### src/sv/abp_pkg.sv
// Package for the alarm buzzer pattern controller.
// Holds the shared types, register index and event codes, reset values and the
// wrap-around deadline helper. No dependencies.
`timescale 1ns / 1ps

package abp_pkg;

    // Widths fixed by the poll and register formats
    localparam int unsigned TIME_W  = 32;
    localparam int unsigned CFG_W   = 16;
    localparam int unsigned INDEX_W = 3;

    // Register reset values (milliseconds)
    localparam logic [CFG_W-1:0] SOS_TIMEOUT_RST    = 16'd3000;
    localparam logic [CFG_W-1:0] SOS_TOGGLE_RST     = 16'd250;
    localparam logic [CFG_W-1:0] GAS_BEEP_ON_RST    = 16'd70;
    localparam logic [CFG_W-1:0] GAS_BEEP_PERIOD_RST = 16'd900;
    localparam logic [CFG_W-1:0] CLICK_RST          = 16'd50;

    // Configuration register indexes
    typedef enum logic [INDEX_W-1:0] {
        REG_SOS_TIMEOUT     = 3'd0,
        REG_SOS_TOGGLE      = 3'd1,
        REG_GAS_BEEP_ON     = 3'd2,
        REG_GAS_BEEP_PERIOD = 3'd3,
        REG_CLICK           = 3'd4
    } t_reg_index;

    // Alarm event codes reported with each result
    typedef enum logic [1:0] {
        EV_NONE    = 2'd0,
        EV_RAISED  = 2'd1,
        EV_CLEARED = 2'd2
    } t_event;

    typedef struct packed {
        logic [CFG_W-1:0] alarm_hold_ms;
        logic [CFG_W-1:0] sos_toggle_ms;
        logic [CFG_W-1:0] beep_len_ms;
        logic [CFG_W-1:0] gas_beep_period_ms;
        logic [CFG_W-1:0] click_ms;
    } t_cfg;

    // One poll word
    typedef struct packed {
        logic [TIME_W-1:0] now_ms;
        logic              sos_pressed;
        logic              gas_held;
        logic              emergency_stop;
        logic              speed_change_pending;
    } t_poll;

    // One result word
    typedef struct packed {
        logic   buzzer_on;
        logic   alarm_active;
        t_event alarm_event;
        logic   speed_change_taken;
    } t_result;

    // Controller state carried from poll to poll
    typedef struct packed {
        logic              alarm_latched;
        logic [TIME_W-1:0] alarm_start_time;
        logic              toggle_phase;
        logic [TIME_W-1:0] last_toggle_time;
        logic              gas_beep_on;
        logic              gas_held_before;
        logic [TIME_W-1:0] gas_beep_end_time;
        logic [TIME_W-1:0] next_gas_beep_time;
        logic              next_gas_valid;
        logic [TIME_W-1:0] click_end_time;
        logic              click_valid;
        logic              buzzer_level;
    } t_state;

    // Deadline reached when (now - deadline) read as signed is not negative
    function automatic logic reached(input logic [TIME_W-1:0] now,
                                     input logic [TIME_W-1:0] deadline);
        logic [TIME_W-1:0] diff;
        diff = now - deadline;
        return ~diff[TIME_W-1];
    endfunction

endpackage

### src/sv/alarm_buzzer_pattern_controller.sv
// A poll word is captured in the input register, worked by abp_step, and its result word is
// held in the result register that drives the outputs. Throughput: one poll word per cycle
// unless results stall; the state update sits in one register stage, so each poll sees the
// state left by the one before it in the same cycle it is worked.
// Reset (synchronous, active low): alarm off, buzzer silent, no deadlines running,
// registers back to 3000/250/70/900/50 ms, both pipeline stages empty.
// Depends on abp_pkg and abp_step.
`timescale 1ns / 1ps

module alarm_buzzer_pattern_controller (
    input  logic                          i_clk,
    input  logic                          i_rst_n,
    // poll channel
    input  logic                          i_in_valid,
    output logic                          o_in_ready,
    input  logic [abp_pkg::TIME_W-1:0]    i_now_ms,
    input  logic                          i_sos_pressed,
    input  logic                          i_gas_held,
    input  logic                          i_emergency_stop,
    input  logic                          i_speed_change_pending,
    // result channel
    output logic                          o_out_valid,
    input  logic                          i_out_ready,
    output logic                          o_buzzer_on,
    output logic                          o_alarm_active,
    output logic [1:0]                    o_alarm_event,
    output logic                          o_speed_change_taken,
    // configuration writes
    input  logic                          i_cfg_we,
    input  logic [abp_pkg::INDEX_W-1:0]   i_cfg_index,
    input  logic [abp_pkg::CFG_W-1:0]     i_cfg_data
);

    abp_pkg::t_cfg    r_cfg;
    abp_pkg::t_poll   r_poll;
    logic             r_in_valid;
    abp_pkg::t_state  r_state;
    abp_pkg::t_state  n_state;
    abp_pkg::t_result r_result;
    abp_pkg::t_result n_result;
    logic             r_out_valid;
    logic             advance;

    // A poll is worked when the result register is free or being emptied
    assign advance    = r_in_valid & (~r_out_valid | i_out_ready);
    assign o_in_ready = ~r_in_valid | advance;

    // Configuration registers
    always_ff @(posedge i_clk) begin
        if (!i_rst_n) begin
            r_cfg.alarm_hold_ms      <= abp_pkg::SOS_TIMEOUT_RST;
            r_cfg.sos_toggle_ms      <= abp_pkg::SOS_TOGGLE_RST;
            r_cfg.beep_len_ms        <= abp_pkg::GAS_BEEP_ON_RST;
            r_cfg.gas_beep_period_ms <= abp_pkg::GAS_BEEP_PERIOD_RST;
            r_cfg.click_ms           <= abp_pkg::CLICK_RST;
        end else if (i_cfg_we) begin
            unique case (i_cfg_index)
                abp_pkg::REG_SOS_TIMEOUT:     r_cfg.alarm_hold_ms      <= i_cfg_data;
                abp_pkg::REG_SOS_TOGGLE:      r_cfg.sos_toggle_ms      <= i_cfg_data;
                abp_pkg::REG_GAS_BEEP_ON:     r_cfg.beep_len_ms        <= i_cfg_data;
                abp_pkg::REG_GAS_BEEP_PERIOD: r_cfg.gas_beep_period_ms <= i_cfg_data;
                abp_pkg::REG_CLICK:           r_cfg.click_ms           <= i_cfg_data;
                default: ;
            endcase
        end
    end

    // Input register
    always_ff @(posedge i_clk) begin
        if (!i_rst_n) begin
            r_in_valid <= 1'b0;
        end else if (o_in_ready) begin
            r_in_valid <= i_in_valid;
        end
    end

    always_ff @(posedge i_clk) begin
        if (i_in_valid && o_in_ready) begin
            r_poll.now_ms               <= i_now_ms;
            r_poll.sos_pressed          <= i_sos_pressed;
            r_poll.gas_held             <= i_gas_held;
            r_poll.emergency_stop       <= i_emergency_stop;
            r_poll.speed_change_pending <= i_speed_change_pending;
        end
    end

    // Per-poll update logic
    abp_step u_step (
        .i_state  (r_state),
        .i_cfg    (r_cfg),
        .i_poll   (r_poll),
        .o_state  (n_state),
        .o_result (n_result)
    );

    // Controller state
    always_ff @(posedge i_clk) begin
        if (!i_rst_n) begin
            r_state <= '0;
        end else if (advance) begin
            r_state <= n_state;
        end
    end

    // Result register
    always_ff @(posedge i_clk) begin
        if (!i_rst_n) begin
            r_out_valid <= 1'b0;
        end else if (advance) begin
            r_out_valid <= 1'b1;
        end else if (i_out_ready) begin
            r_out_valid <= 1'b0;
        end
    end

    always_ff @(posedge i_clk) begin
        if (advance) begin
            r_result <= n_result;
        end
    end

    assign o_out_valid          = r_out_valid;
    assign o_buzzer_on          = r_result.buzzer_on;
    assign o_alarm_active       = r_result.alarm_active;
    assign o_alarm_event        = r_result.alarm_event;
    assign o_speed_change_taken = r_result.speed_change_taken;

endmodule

### src/sv/abp_step.sv
// Next-state and result logic for one poll of the buzzer controller.
// Purely combinational; depends on abp_pkg.
`timescale 1ns / 1ps

module abp_step (
    input  abp_pkg::t_state  i_state,
    input  abp_pkg::t_cfg    i_cfg,
    input  abp_pkg::t_poll   i_poll,
    output abp_pkg::t_state  o_state,
    output abp_pkg::t_result o_result
);

    always_comb begin
        abp_pkg::t_state          s;
        abp_pkg::t_event          ev;
        logic                     taken;
        logic                     gas;
        logic [abp_pkg::TIME_W-1:0] now;

        s     = i_state;
        ev    = abp_pkg::EV_NONE;
        taken = 1'b0;
        now   = i_poll.now_ms;
        gas   = i_poll.gas_held & ~i_poll.emergency_stop;

        // SOS press: restart hold-off, raise alarm if not yet latched
        if (i_poll.sos_pressed) begin
            s.alarm_start_time = now;
            if (!s.alarm_latched) begin
                s.alarm_latched = 1'b1;
                s.gas_beep_on   = 1'b0;
                ev              = abp_pkg::EV_RAISED;
            end
        end

        if (s.alarm_latched) begin
            // Alarm: toggle each interval until the hold-off runs out
            if ((now - s.alarm_start_time) < {16'd0, i_cfg.alarm_hold_ms}) begin
                if ((now - s.last_toggle_time) >= {16'd0, i_cfg.sos_toggle_ms}) begin
                    s.toggle_phase     = ~s.toggle_phase;
                    s.buzzer_level     = s.toggle_phase;
                    s.last_toggle_time = now;
                end
            end else begin
                s.alarm_latched = 1'b0;
                s.buzzer_level  = 1'b0;
                ev              = abp_pkg::EV_CLEARED;
            end
        end else begin
            // Throttle beeps
            if (gas && !s.gas_held_before) begin
                s.next_gas_beep_time = now;
                s.next_gas_valid     = 1'b1;
            end
            if (!gas) begin
                s.gas_beep_on        = 1'b0;
                s.next_gas_valid     = 1'b0;
                s.next_gas_beep_time = '0;
                s.buzzer_level       = 1'b0;
            end else if (!s.gas_beep_on && (!s.next_gas_valid ||
                         abp_pkg::reached(now, s.next_gas_beep_time))) begin
                s.gas_beep_on        = 1'b1;
                s.gas_beep_end_time  = now + {16'd0, i_cfg.beep_len_ms};
                s.next_gas_beep_time = now + {16'd0, i_cfg.gas_beep_period_ms};
                s.next_gas_valid     = 1'b1;
                s.buzzer_level       = 1'b1;
            end else if (s.gas_beep_on && abp_pkg::reached(now, s.gas_beep_end_time)) begin
                s.gas_beep_on  = 1'b0;
                s.buzzer_level = 1'b0;
            end
            s.gas_held_before = gas;
        end

        // Speed-change click: start, then end once its deadline is reached
        if (!s.alarm_latched && !s.gas_beep_on && i_poll.speed_change_pending) begin
            taken            = 1'b1;
            s.click_end_time = now + {16'd0, i_cfg.click_ms};
            s.click_valid    = 1'b1;
            s.buzzer_level   = 1'b1;
        end
        if (!s.alarm_latched && !s.gas_beep_on && s.click_valid &&
            abp_pkg::reached(now, s.click_end_time)) begin
            s.click_valid    = 1'b0;
            s.click_end_time = '0;
            s.buzzer_level   = 1'b0;
        end

        o_state                     = s;
        o_result.buzzer_on          = s.buzzer_level;
        o_result.alarm_active       = s.alarm_latched;
        o_result.alarm_event        = ev;
        o_result.speed_change_taken = taken;
    end

endmodule

### config.mk
export PLATFORM = sky130hd
export DESIGN_NAME = alarm_buzzer_pattern_controller
export DESIGN_NICKNAME = d
export VERILOG_FILES = /design/src/sv/abp_pkg.sv /design/src/sv/alarm_buzzer_pattern_controller.sv /design/src/sv/abp_step.sv
export SDC_FILE = /design/constraint.sdc
export NUM_CORES = 1
export LEC_CHECK = 0
export BUFFER_PORTS_ARGS = -buffer_cell sky130_fd_sc_hd__buf_2
export CORE_ASPECT_RATIO = 1.2
export CORE_MARGIN = 1
export CORE_UTILIZATION = 35
export DETAILED_ROUTE_END_ITERATION = 10
export MAX_ROUTING_LAYER = met4
export PLACE_DENSITY = 0.58
export RECOVER_POWER = 25
export SETUP_SLACK_MARGIN = 0.15
export SLEW_MARGIN = 20
export SYNTH_ARGS = -nofsm -noshare
export SYNTH_HDL_FRONTEND = slang
export SYNTH_SLANG_ARGS = --single-unit
### constraint.sdc
create_clock -name i_clk -period 22.8 [get_ports i_clk]
set_input_delay 2.28 -clock i_clk [delete_from_list [all_inputs] [get_ports i_clk]]
set_output_delay 2.28 -clock i_clk [all_outputs]
set_load 0.01 [all_outputs]
==> results.md, run 1 <==
* Outcome: finished, violations left
* Failing checks: max-capacitance violations, max-slew violations
* Clock share of power at 41.1%
* Starting DRC count in detailed routing at 1349
* Worst path cell trace: clkbuf_1, clkinvlp_2, a21oi_1, o21ai_0, o21a_1, a31oi_1
* Fin. max-slew vios at 166
* Worst VDD drop at 0.04571 mV
* Max Cap Violations at 3
* Layout cells sized above 1 at 8.935%
* Initial antenna violation count at 0
* Layout Utilization at 39.65%
* Primary FF master, synth: dfxtp_1
* Worst-Margin Slew at 3.575 ns
* Start of the worst register-to-register path: r_poll[3]$_DFFE_PP_
* Final WS setup at 12.90 ns
* Worst hold path class: register to register
* Wire per inst at 19.14 um
* Net Sw Frac at 30.83%
* Synth area leaders: dfxtp_1 (24%), ha_1 (14%), nand2_1 (6.2%), edfxtp_1 (6.0%), a21oi_1 (5.8%)
* Synth top area share at 24.38%
* Fin area at 22760 sq um
* Setup repair bufs after CTS at 0
* Slowest CP cell: clkinvlp_2
* CTS buffer count at 38
* Die height at 266.8 um
* CP max stage delay at 3.76 ns
* Count of final hold-check violations at 0
* Placed cell area at 21540 sq um
* Worst r2r path cells at 30
* Post-DRT Antenna Nets at 0
* Reg2reg end: r_state[12]$_SDFFE_PN0P_
* PortBufs at 66
* PD cells at 64.80 nW/um^2
* Number of global-route vias before repair at 17620
* CP startpoint kind: primary input
* Die area at 59390 sq um
* Sequential area share after synthesis at 30.41%
* Async S/R FF share, synth at 0%
* P_leak at 9.073 nW
* Combinational Power Share at 22.0%
* Post-synth net total at 2799
* Clock Skews at 0.02369 ns
* Switching power at 0.4548 mW
* Dominant cell by count in the synthesized netlist: nand2_1
* CTS sink count at 290
* Via count at 18260
* Synthesized area at 20440 sq um
* Post-synthesis sequential element count at 290
* Total wire length at 63140 um
* Hold Slack at 0.4524 ns
* Final nets at 2832
* DP HPWL at 44480 um
* GRT Overall Usage at 21.66%
* CP Capture Type: register
* Final antenna diode count at 0
* Worst-skew pair later-pin latency at 0.56 ns
* Drt pass-1 iters at 5
* Seq pwr share at 36.9%
* Gr ovfl total at 0
* Largest net degree at the start of global routing at 98
* Yosys warnings at 0
* Max clock buf depth at 3
* Worst slack at placement at 13.79 ns
* Core Area at 57420 sq um
* Required time worst endpoint at 23.28 ns
* Placed insts at 3229
* CP startpoint: i_rst_n
* H-tree depth at 2
* Io pins at 67
* Clk slew on worst S/H paths at 0.06 ns
* FF-to-FF setup slack at 13.67 ns
* Post-layout min period at 9.896 ns
* Mapped Avg Cell Area at 8.174 sq um
* Post-synth EDFFs at 41
* Fmax achieved at 0.1011 GHz
* TritonCTS clock tree: done
* Row count at 96
* Slew margin rel. at -139.6%
* Post-synth top cells: nand2_1 (339), dfxtp_1 (249), a21oi_1 (238), ha_1 (233), nor2_1 (233)
* Wire length of the first global-routing pass at 97920 um
* End point of the critical path: r_state[60]$_SDFFE_PN0P_
* Area leader, netlist: dfxtp_1
* Setup TNS at 0 ns
* Final Non-Filler Cells at 3298
* Tcrit/Tclk final at 43.40%
* # resized after CTS at 0
* Avg Vias per Cell at 5.536
* Final setup vio count at 0
* CP Max Fanout at 97
* CP Class: primary input to register
* CTS root buf: clkbuf_16
* Fill cells at 5818
* Int Pwr at 1.020 mW
* Post-Syn Instances at 2501
* Hold-fix buffers, CTS at 0
* Initial core utilization at 35.61%
* Gp weighted congestion at 0.9145
* Critical Path AT at 10.38 ns
* Netlist cell types at 85
* RSZ-0062 raised after global routing: no
* DRC errors left at 0
* Overall Power at 1.475 mW
* DIE WIDTH at 222.6 um
* Syn-to-layout area delta at 11.35%
==> cell type report <==
| class | instances | area, sq um | share of cell area, % |
|---|---|---|---|
| clock buffer | 53 | 1080 | 4.743 |
| tap | 735 | 919.6 | 4.040 |
| timing repair buffer | 111 | 656.9 | 2.886 |
| clock inverter | 16 | 156.4 | 0.6870 |
| multi-input combinational | 1952 | 13210 | 58.01 |
| inverter | 141 | 530.5 | 2.330 |
| sequential | 290 | 6216 | 27.31 |
==> how the worst min path moves through the flow <==
| stage | end | depth (start not counted) | from |
|---|---|---|---|
| after floorplan | r_state[48]$_SDFFE_PN0P_ | 2 | r_state[48]$_SDFFE_PN0P_ |
| after global placement | r_state[30]$_SDFFE_PN0P_ | 2 | r_state[30]$_SDFFE_PN0P_ |
| after detailed placement | r_state[22]$_SDFFE_PN0P_ | 2 | r_state[22]$_SDFFE_PN0P_ |
| after CTS | r_state[71]$_SDFFE_PN0P_ | 2 | r_state[71]$_SDFFE_PN0P_ |
| after global routing | r_state[21]$_SDFFE_PN0P_ | 2 | r_state[21]$_SDFFE_PN0P_ |
| final | r_state[69]$_SDFFE_PN0P_ | 2 | r_state[69]$_SDFFE_PN0P_ |
==> critical path, delay by kind of cell <==
family	cells	cell delay, ns
buf+inv	2	5.24
compound gates	4	2.79
==> routing by layer <==
metal  up-vias  global-route usage [%]  wire (um)
met5         -                       -          0
met2       471                   35.60      29350
met3       125                   2.917       3308
met4         0                   7.530       2216
li1       8990                       -          -
met1      8673                   27.20      28270
==> power groups by stage <==
stage               Combinational (mW)  Sequential, mW  Clock, mW
floorplan                        0.226           0.557          0
global placement                 0.314           0.555          0
detailed placement               0.319           0.555          0
CTS                              0.321           0.544      0.617
global route                     0.359           0.546      0.638
finish                           0.324           0.545      0.606
==> sequential cells by signal, indices dropped and copies added (netlist names) <==
name                  cells
r_in_valid                1
r_poll                   36
o_buzzer_on               1
r_cfg                    80
o_alarm_event             2
r_state                 167
o_out_valid               1
o_alarm_active            1
o_speed_change_taken      1
==> cells by family after synthesis <==
group	count (synthesis)	share of synthesized area [%]
AO/OA/AOI/OAI	664	21.18
buffers and inverters	259	5.221
flip-flops	290	30.41
XOR/XNOR	122	5.264
AND/OR/NAND/NOR	817	17.74
multiplexers	111	5.441
adder cells (fa/ha/maj)	238	14.75
==> cells in the final DEF, fill, tap and decap left out, types with 31 or more instances in the layout <==
cell type and count:
o21ai_2 31, buf_2 60, buf_4 44, nand3_1 44, dfxtp_1 249, nand2_1 339
a211oi_1 64, xnor2_1 65, nor3_1 35, mux2i_1 110, edfxtp_1 41, a21o_1 36
nor2_1 230, inv_1 138, xor2_1 56, o21ai_0 89, ha_1 233, a21oi_1 238
clkbuf_16 39
Power figures use the tool's default switching activity.
==> run 2: changes to the inputs <==
--- a/config.mk
+++ b/config.mk
@@ -11,7 +11,7 @@
 export CORE_UTILIZATION = 35
 export DETAILED_ROUTE_END_ITERATION = 10
 export MAX_ROUTING_LAYER = met4
-export PLACE_DENSITY = 0.58
+export PLACE_DENSITY = 0.6
 export RECOVER_POWER = 25
 export SETUP_SLACK_MARGIN = 0.15
 export SLEW_MARGIN = 20
==> constraint.sdc (replaced) <==
create_clock -name i_clk -period 8.1 [get_ports i_clk]
set_input_delay 0.81 -clock i_clk [delete_from_list [all_inputs] [get_ports i_clk]]
set_output_delay 0.81 -clock i_clk [all_outputs]
set_load 0.01 [all_outputs]
==> results.md, run 2 (synthesized netlist as in run 1, its figures left out) <==
* Setup TNS at 0 ns
* Post-DRT Antenna Nets at 0
* Wire length of the first global-routing pass at 102300 um
* Row count at 96
* FF-to-FF setup slack at 0.67 ns
* Die height at 266.8 um
* Biggest regs: r_state: 167 flops, r_cfg: 80 flops, r_poll: 36 flops
* Critical Path AT at 7.86 ns
* Core Area at 57420 sq um
* CP Max Fanout at 23
* Hold_sp: i_now_ms[3]
* Start of the worst register-to-register path: r_poll[3]$_DFFE_PP_
* Final nets at 2847
* Initial antenna violation count at 2
* H-tree depth at 2
* Biggest register: r_state
* Gp weighted congestion at 0.9159
* Count of final hold-check violations at 0
* Total wire length at 66050 um
* CP Class: register to register
* Largest net degree at the start of global routing at 118
* Slowest CP cell: or4_4
* Avg Vias per Cell at 5.552
* Gr ovfl total at 0
* Required time worst endpoint at 8.53 ns
* Fmax achieved at 0.1346 GHz
* Wire per inst at 19.94 um
* Max Cap Violations at 1
* Most frequent cells in the layout: nand2_1 (339), dfxtp_1 (249), a21oi_1 (238)
* Most common cell after layout, fill and taps aside: nand2_1
* Starting DRC count in detailed routing at 1288
* Fin. max-slew vios at 37
* P_leak at 9.142 nW
* CP Capture Type: register
* TritonCTS clock tree: done
* Post-layout min period at 7.431 ns
* CTS buffer count at 37
* Final setup vio count at 0
* Io pins at 67
* GRT Overall Usage at 22.79%
* CTS sink count at 290
* Worst-skew pair later-pin latency at 0.57 ns
* Overall Power at 4.125 mW
* CP startpoint kind: register
* PD cells at 179.8 nW/um^2
* DRC errors left at 0
* Via count at 18390
* RSZ-0062 raised after global routing: no
* Max reg flops at 167
* CTS root buf: clkbuf_16
* CP dominant cell by count: nand2_1
* Worst hold path class: primary input to register
* Initial core utilization at 35.61%
* Die area at 59390 sq um
* Clk slew on worst S/H paths at 0.06 ns
* Syn-to-layout area delta at 12.21%
* Outcome: finished, violations left
* CP max stage delay at 0.55 ns
* DP HPWL at 49140 um
* Number of global-route vias before repair at 17820
* Worst-Margin Slew at 2.693 ns
* CP startpoint: r_poll[3]$_DFFE_PP_
* Max clock buf depth at 3
* Tcrit/Tclk final at 91.74%
* Drt pass-1 iters at 7
* PortBufs at 66
* Failing checks: max-capacitance violations, max-slew violations
* Slew margin rel. at -79.55%
* DIE WIDTH at 222.6 um
* Clock Skews at 0.02650 ns
* Fill cells at 5872
* Layout cells sized above 1 at 9.274%
* Worst VDD drop at 0.1316 mV
==> run 2: critical path: cells and delay by family, from the launching register on <==
family / cells / cell delay (ns)
AOI/OAI and AO/OA: 12 / 2.48
xor gates and xnor gates: 2 / 0.36
adders and majority gates: 3 / 0.91
buffers and inverters: 3 / 0.66
DFF: 1 / 0.47
muxes: 2 / 0.56
and+or+nand+nor: 10 / 1.80
==> run 2: cell type report <==
cell class | count | area [sq um] | share of cell area (%)
Clock buffer | 51 | 1030 | 4.489
Antenna cell | 1 | 2.502 | 0.01091
Clock inverter | 16 | 161.4 | 0.7036
Tap cell | 735 | 919.6 | 4.009
Timing Repair Buffer | 127 | 810.8 | 3.534
Multi-Input combinational cell | 1952 | 13270 | 57.83
Sequential cell | 290 | 6216 | 27.10
Inverter | 141 | 534.3 | 2.329
==> run 2: per-stage QoR <==
stage	area [sq um]	util [%]	std cells	setup slack (ns)	hold slack (ns)
after floorplan	20440	-	2501	0.6128	0.4244
after CTS	22860	39.82	3309	0.2680	0.3914
after detailed placement	21670	37.75	3242	0.3432	0.4409
after global routing	22940	39.95	3313	0.1492	0.4023
after global placement	21670	37.75	3242	0.5507	0.4373
final	22940	39.95	3313	0.6695	0.4202
==> run 2: routing by layer <==
metal / vias up / share of wire (%) / global-route usage [%]
li1: 9009 / - / -
met1: 8807 / 44 / 28.16
met2: 465 / 47 / 37.47
met3: 113 / 4.7 / 2.763
met4: 0 / 4.7 / 9.581
met5: - / 0 / -
==> run 2: what timing repair did <==
item,in CTS,in global routing
endpoints found under the setup margin,0,35
hold buffers,0,0
gates resized for setup,0,13
buffers inserted,0,3
==> run 2: path summary, 6_finish.rpt <==
check	endpoint	depth (start not counted)
min	r_poll[7]$_DFFE_PP_	1
max reg2reg	r_state[22]$_SDFFE_PN0P_	32
min reg2reg	r_state[75]$_SDFFE_PN0P_	2
max	r_state[22]$_SDFFE_PN0P_	32
==> run 2: where the power goes <==
part	internal, mW	leakage (nW)	total [mW]	switching, mW
Sequential	1.51	2.42	1.56	0.0541
Combinational	0.349	6.14	0.906	0.557
Clock	0.985	0.589	1.66	0.671
Total	2.84	9.14	4.12	1.28
